`src/design/v3alu_pkg.sv`:
```
// ----------------------------------------------------------------------------
// v3alu_pkg
// Shared types and constants for the three-component vector ALU.
// ----------------------------------------------------------------------------
package v3alu_pkg;

    typedef enum logic [2:0] {
        OP_ADD   = 3'd0,
        OP_SUB   = 3'd1,
        OP_NEG   = 3'd2,
        OP_SCALE = 3'd3,
        OP_DOT   = 3'd4,
        OP_DIV   = 3'd5,
        OP_CROSS = 3'd6,
        OP_NORM  = 3'd7
    } op_t;

    localparam int unsigned WORD_W = 32;
    localparam int unsigned ROOT_W = 32;
    localparam int unsigned RAD_W  = 64;
    localparam int unsigned DEN_W  = 33;
    localparam int unsigned WIDE_W = 72;

    localparam logic [WORD_W-1:0] S32_MAX = 32'h7fff_ffff;
    localparam logic [WORD_W-1:0] S32_MIN = 32'h8000_0000;

    typedef struct packed {
        logic                   vld;
        op_t                    op;
        logic [2:0][WORD_W-1:0] a;
        logic [WORD_W-1:0]      sc;
        logic [2:0][WORD_W-1:0] r;
        logic [WORD_W-1:0]      dot;
        logic                   ov;
        logic                   lz;
    } side_t;

    // {overflow, value}: clamp a wide signed value to 32 bits
    function automatic logic [WORD_W:0] sat32(input logic signed [WIDE_W-1:0] v);
        logic in_range;
        in_range = (&v[WIDE_W-1:WORD_W-1]) | ~(|v[WIDE_W-1:WORD_W-1]);
        if (in_range) begin
            sat32 = {1'b0, v[WORD_W-1:0]};
        end else begin
            sat32 = {1'b1, v[WIDE_W-1] ? S32_MIN : S32_MAX};
        end
    endfunction

endpackage

```
`src/design/v3alu_sqrt.sv`:
```
// ----------------------------------------------------------------------------
// v3alu_sqrt
// Pipelined integer square root, one root bit per register stage.
// ----------------------------------------------------------------------------
module v3alu_sqrt (
    input  logic                           aclk,
    input  logic                           en,
    input  logic [v3alu_pkg::RAD_W-1:0]    rad_in,
    output logic [v3alu_pkg::ROOT_W-1:0]   root_out
);

    localparam int unsigned RW  = v3alu_pkg::ROOT_W;
    localparam int unsigned DW  = v3alu_pkg::RAD_W;
    localparam int unsigned REM = RW + 4;

    logic [REM-1:0] rem_reg  [RW-1];
    logic [DW-1:0]  rad_reg  [RW-1];
    logic [RW-1:0]  root_reg [RW];

    for (genvar i = 0; i < RW; i++) begin : g_stage
        logic [REM-1:0] rem_in;
        logic [REM-1:0] rem_sh;
        logic [REM-1:0] trial;
        logic [RW-1:0]  root_in;
        logic [DW-1:0]  rad_w;

        if (i == 0) begin : g_first
            assign rem_in  = '0;
            assign root_in = '0;
            assign rad_w   = rad_in;
        end else begin : g_next
            assign rem_in  = rem_reg[i-1];
            assign root_in = root_reg[i-1];
            assign rad_w   = rad_reg[i-1];
        end

        assign rem_sh = {rem_in[REM-3:0], rad_w[DW-1 -: 2]};
        assign trial  = REM'({root_in, 2'b01});

        always_ff @(posedge aclk) begin
            if (en) begin
                if (rem_sh >= trial) begin
                    root_reg[i] <= {root_in[RW-2:0], 1'b1};
                end else begin
                    root_reg[i] <= {root_in[RW-2:0], 1'b0};
                end
            end
        end

        if (i < RW - 1) begin : g_carry
            always_ff @(posedge aclk) begin
                if (en) begin
                    rem_reg[i] <= (rem_sh >= trial) ? (rem_sh - trial) : rem_sh;
                    rad_reg[i] <= {rad_w[DW-3:0], 2'b00};
                end
            end
        end
    end

    assign root_out = root_reg[RW-1];

endmodule

```
`config.mk`:
```
export PLATFORM = sky130hd
export DESIGN_NAME = v3alu_sqrt
export DESIGN_NICKNAME = d
export VERILOG_FILES = /design/src/design/v3alu_pkg.sv /design/src/design/v3alu_sqrt.sv
export SDC_FILE = /design/constraint.sdc
export NUM_CORES = 2
export LEC_CHECK = 0
export BUFFER_PORTS_ARGS = -buffer_cell sky130_fd_sc_hd__buf_2
export CAP_MARGIN = 20
export CORE_MARGIN = 3
export CORE_UTILIZATION = 55
export DETAILED_ROUTE_END_ITERATION = 12
export PLACE_DENSITY = 0.71
export SYNTH_ARGS = -nofsm -noshare
export SYNTH_HDL_FRONTEND = slang
export SYNTH_MEMORY_MAX_BITS = 65536
export SYNTH_SLANG_ARGS = --single-unit
```
`constraint.sdc`:
```
create_clock -name aclk -period 7.4 [get_ports aclk]
set_input_delay 0.37 -clock aclk [delete_from_list [all_inputs] [get_ports aclk]]
set_output_delay 0.37 -clock aclk [all_outputs]
set_load 0.02 [all_outputs]
```
# Yosys cells after proc, flatten, opt, wreduce, memory -nomap -nowiden
# Memories as Yosys holds them, arrays and structs flattened.
# Cells that the tools add are included.
# Widths: inputs -> output; s select.
# op_classes
add_sub_neg	31
magnitude_cmp	32
muxes	257
n_bitwise	32
# ops
operator	count
$ge 36x34->1	31
$mux 36	31
$sub 36x34->36	30
$mux 32	32
$mux 1	194
$or 1x1->1	32
$sub 2x1->3 const B	1
$ge 2x1->1 const B	1
# word_totals
register_bits	0
ramBits	4062
inputBits	66
output_inout_bits	32
elab_cells	355
mem_count	3
# memory_table
name	depth	width	read_ports	rd_clocked_by_memory_dff	write_ports	line	rtl
rad_reg	31	62	31	0	31	v3alu_sqrt.sv:17	logic [DW-1:0] rad_reg [RW-1];
rem_reg	31	36	31	0	31	v3alu_sqrt.sv:16	logic [REM-1:0] rem_reg [RW-1];
root_reg	32	32	32	0	32	v3alu_sqrt.sv:18	logic [RW-1:0] root_reg [RW];

# Longest topological paths before layout
# An unclocked memory read counts as a cell.
# logic_depth
depth_word	6
mapped_depth	14
depth_no_buf	12

# Least setup slack after synthesis
# OpenSTA, ideal clock, no wires.
# synth_path
path_kind	register -> register
start	mem rem_reg[1][363] in the netlist's numbering
end	mem rem_reg[1][397] in the netlist's numbering, data pin
setup_time_ns	0.267
arrival_ns	3.314
required_time_ns	7.133
slack_ns	3.819
path_stages_with_launch	13
path_buffers	2
synth_period_minus_slack_ns	3.581
cell_sequence	edfxtp_1 > ha_1 > a211o_1 > o211ai_1 > o211a_1 > o31a_1 > o21ai_0 > a311o_1 > a311oi_1 > a31o_2 > clkbuf_1 > clkbuf_1 > o21ai_0
# synth_lines
element	line
from (decl)	v3alu_sqrt.sv:16

==> out/qor.yml <==
syn-instance-count: 9013
synth-seq-cells: 2523
cp_max_fo: 50
grt_max_degree: 189
regArea_um2: 75800
ir_worst_vdd_v: 0.000282
ctsResizeCount: 0
synthMuxAreaShare_pct: 0.704
ys_seq_area_share_pct: 64.9
first_pass_iters: 6
start_util_pct: 55.5
drt-vias-per-instance: 5.65
cts_tree: "done"
synth_top_family_by_area: "simple AND/OR/NAND/NOR gates"
largest_register_ffs: 1003
io_pins: 98
drc_errors: 0
setup_viol: 0
die_height_um: 467
arrival_ns: 5.12
fp.dieW_um: 467
final_util_pct: 61.8
synthXorXnorAreaFrac_pct: 6.25
slowest_stage: "o21ai_0"
routedWlPerCell_um: 18.3
cpMostUsedCell: "o21ai_0"
track_usage_pct: 20.5
clk_latency_ns: 0.92
synth-edff-count: 2522
nets: 9946
num_vias: 69600
power_leakage_nw: 49.8
grt_util_met2_pct: 33.3
top_usage_layer: "met2"
synthAdderAreaFrac_pct: 6.03
run_status: "finished, final reports clean"
crit_type: "reg -> reg"
core_um2: 210000
hpwlAfterDp_mm: 159
drv_cap: 0
power.total_mw: 41.1
port_buffers: 97
slowest_delay_ns: 0.56
gp_congestion: 0.918
grt_use_met1_pct: 28.3
layout-drive-gt1-share_pct: 7.13
cts_buffers: 283
period_share_pct: 61.0
finalCriticalPeriod_ns: 4.51
grt_pass1_wl_mm: 361
cp.buffers_inverters: 1
worst_path_dominant_cell_family: "compound AO/OA/AOI/OAI gates"
totalWireLength_mm: 225
power.density_nw_per_um2: 317
slew_violations: 0
row_count: 168
cp-start-kind: "register"
path_clk_slew_ns: 0.06
multiInputGateArea_um2: 37600
grtUsageMet3_pct: 2.89
drt-initial-drc-count: 5726
ys.flop_type: "edfxtp_1"
path_cells: "ha_1 -> o21ai_0 -> a211oi_1 -> o41ai_1 -> a21boi_0 -> o21ai_0 -> o21ai_0 -> a221oi_1 -> o211ai_1 -> buf_4 -> mux2_2"
syn_area_per_cell_um2: 12.9
tightest_slew_ns: 1.08
cp.required_ns: 8.01
fillers: 15900
cts.sinks: 2523
dieArea_um2: 218000
ant_nets: 0
grt_pass1_vias: 68100
synth_compound_area_share_pct: 9.20
end_kind: "register"
syn_area_um2: 117000
finalClockSkew_ns: 0.0507
rsz0062_at_grt: "no"
cts_buffer_depth: 4
min_path_type: "in -> reg"
syn_to_final_growth_pct: 11.3
syn-num-nets: 9641
fin_tns_setup_ns: 0
clock-root-buffer: "clkbuf_16"
fmax_mhz: 222
hold_viol: 0
synthArstFlopShare_pct: 0
grt_antenna_before_repair: 2
synth.distinct_cells: 84
grt_overflow: 0
synthSimpleGateAreaFrac_pct: 9.99
relSlewSlack_pct: 27.4
yosysWarnings: 0
h-tree-depth: 5
-- power by group --
group          total, mW  switching, mW  internal (mW)  leakage [nW]
combinational       8.55           4.87           3.69          21.2
sequential          19.5           1.25           18.2          24.4
clock               13.1           5.30           7.82          4.24
total               41.1           11.4           29.7          49.8
-- final cells by class --
class	count	area share, %
inverter	708	2.05
timing repair buffer	216	1.34
antenna	2	0.00385
clock buffer	334	5.68
sequential	2523	58.3
multi-input combinational	5586	29.0
clock inverter	141	0.973
tap	2805	2.70
-- timing repair --
item / 4_1_cts / 5_1_grt
hold endpoints to repair: 117 / 0
setup buffers: 0 / 0
hold buffers: 66 / 0
-- synth_stat cells (54+ instances only) --
| cell type | instances | area, um2 |
|---|---|---|
| a21o_1 | 231 | 1730 |
| a21oi_1 | 568 | 2840 |
| and3_1 | 54 | 338 |
| clkbuf_1 | 181 | 679 |
| edfxtp_1 | 2522 | 75700 |
| ha_1 | 562 | 7030 |
| inv_1 | 707 | 2650 |
| mux2_2 | 65 | 732 |
| nand2_1 | 596 | 2240 |
| nand2b_1 | 126 | 788 |
| nand3_1 | 161 | 806 |
| nand4_1 | 77 | 482 |
| nor2_1 | 608 | 2280 |
| nor2b_1 | 77 | 482 |
| nor3_1 | 248 | 1240 |
| nor4_1 | 117 | 732 |
| o21a_1 | 86 | 646 |
| o21ai_0 | 440 | 2200 |
| o21bai_1 | 58 | 435 |
| o31ai_1 | 60 | 450 |
| or3_1 | 89 | 557 |
| or4_1 | 59 | 443 |
| xnor2_1 | 401 | 3510 |
| xor2_1 | 432 | 3780 |
-- metal layers --
| layer | part of all wire, % | up-vias |
|---|---|---|
| li1 | - | 33800 |
| met1 | 44 | 33400 |
| met2 | 47 | 1891 |
| met3 | 4.8 | 478 |
| met4 | 3.4 | 0 |
| met5 | 0 | - |
-- worst paths after layout --
check	startpoint	to	slack, ns	cells after the start
worst max-delay path	rem_reg[1][469]	rem_reg[1][527]	2.89	11
worst min-delay path	rad_in[28]	rad_reg[0][28]	0.17	2
worst min register to register	rad_reg[0][485]	rad_reg[0][549]	0.40	0
worst max register to register	rem_reg[1][469]	rem_reg[1][527]	2.89	11
-- cell usage in the layout, fill, tap and decap left out, drive strengths merged, types with 41 or more instances in the layout --
| master | n |
|---|---|
| edfxtp | 2522 |
| inv | 716 |
| nor2 | 608 |
| nand2 | 596 |
| a21oi | 568 |
| ha | 562 |
| o21ai | 443 |
| xor2 | 432 |
| xnor2 | 401 |
| clkbuf | 334 |
| nor3 | 249 |
| a21o | 231 |
| nand3 | 161 |
| buf | 150 |
| nand2b | 126 |
| nor4 | 119 |
| clkinv | 104 |
| or3 | 89 |
| o21a | 86 |
| nand4 | 77 |
| nor2b | 77 |
| mux2 | 67 |
| dlygate4sd3 | 66 |
| o31ai | 60 |
| or4 | 59 |
| o21bai | 58 |
| and3 | 54 |
| a31oi | 45 |
| a211oi | 45 |
| or2 | 41 |
-- kinds of logic (layout without fill, tap and decap cells) --
logic type / Yosys count / count (layout)
AOI/OAI and AO/OA: 1740 / 1740
and+or+nand+nor: 2377 / 2377
DFF: 2523 / 2523
xor gates and xnor gates: 833 / 833
adders and majority gates: 562 / 562
muxes: 73 / 73
other: 1 / 3
buffers and inverters: 904 / 1399
-- per-stage QoR --
stage               cells  cell area, um2  setup slack (ns)  hold WS, ns
floorplan            9013          117000              3.82        0.400
global placement    11800          121000              3.08        0.400
detailed placement  11800          121000              2.91        0.405
CTS                 12300          130000              2.85       0.0833
global route        12300          130000              2.43        0.100
finish              12300          130000              2.89        0.165
Note: power is estimated with default switching activity, not from simulation.
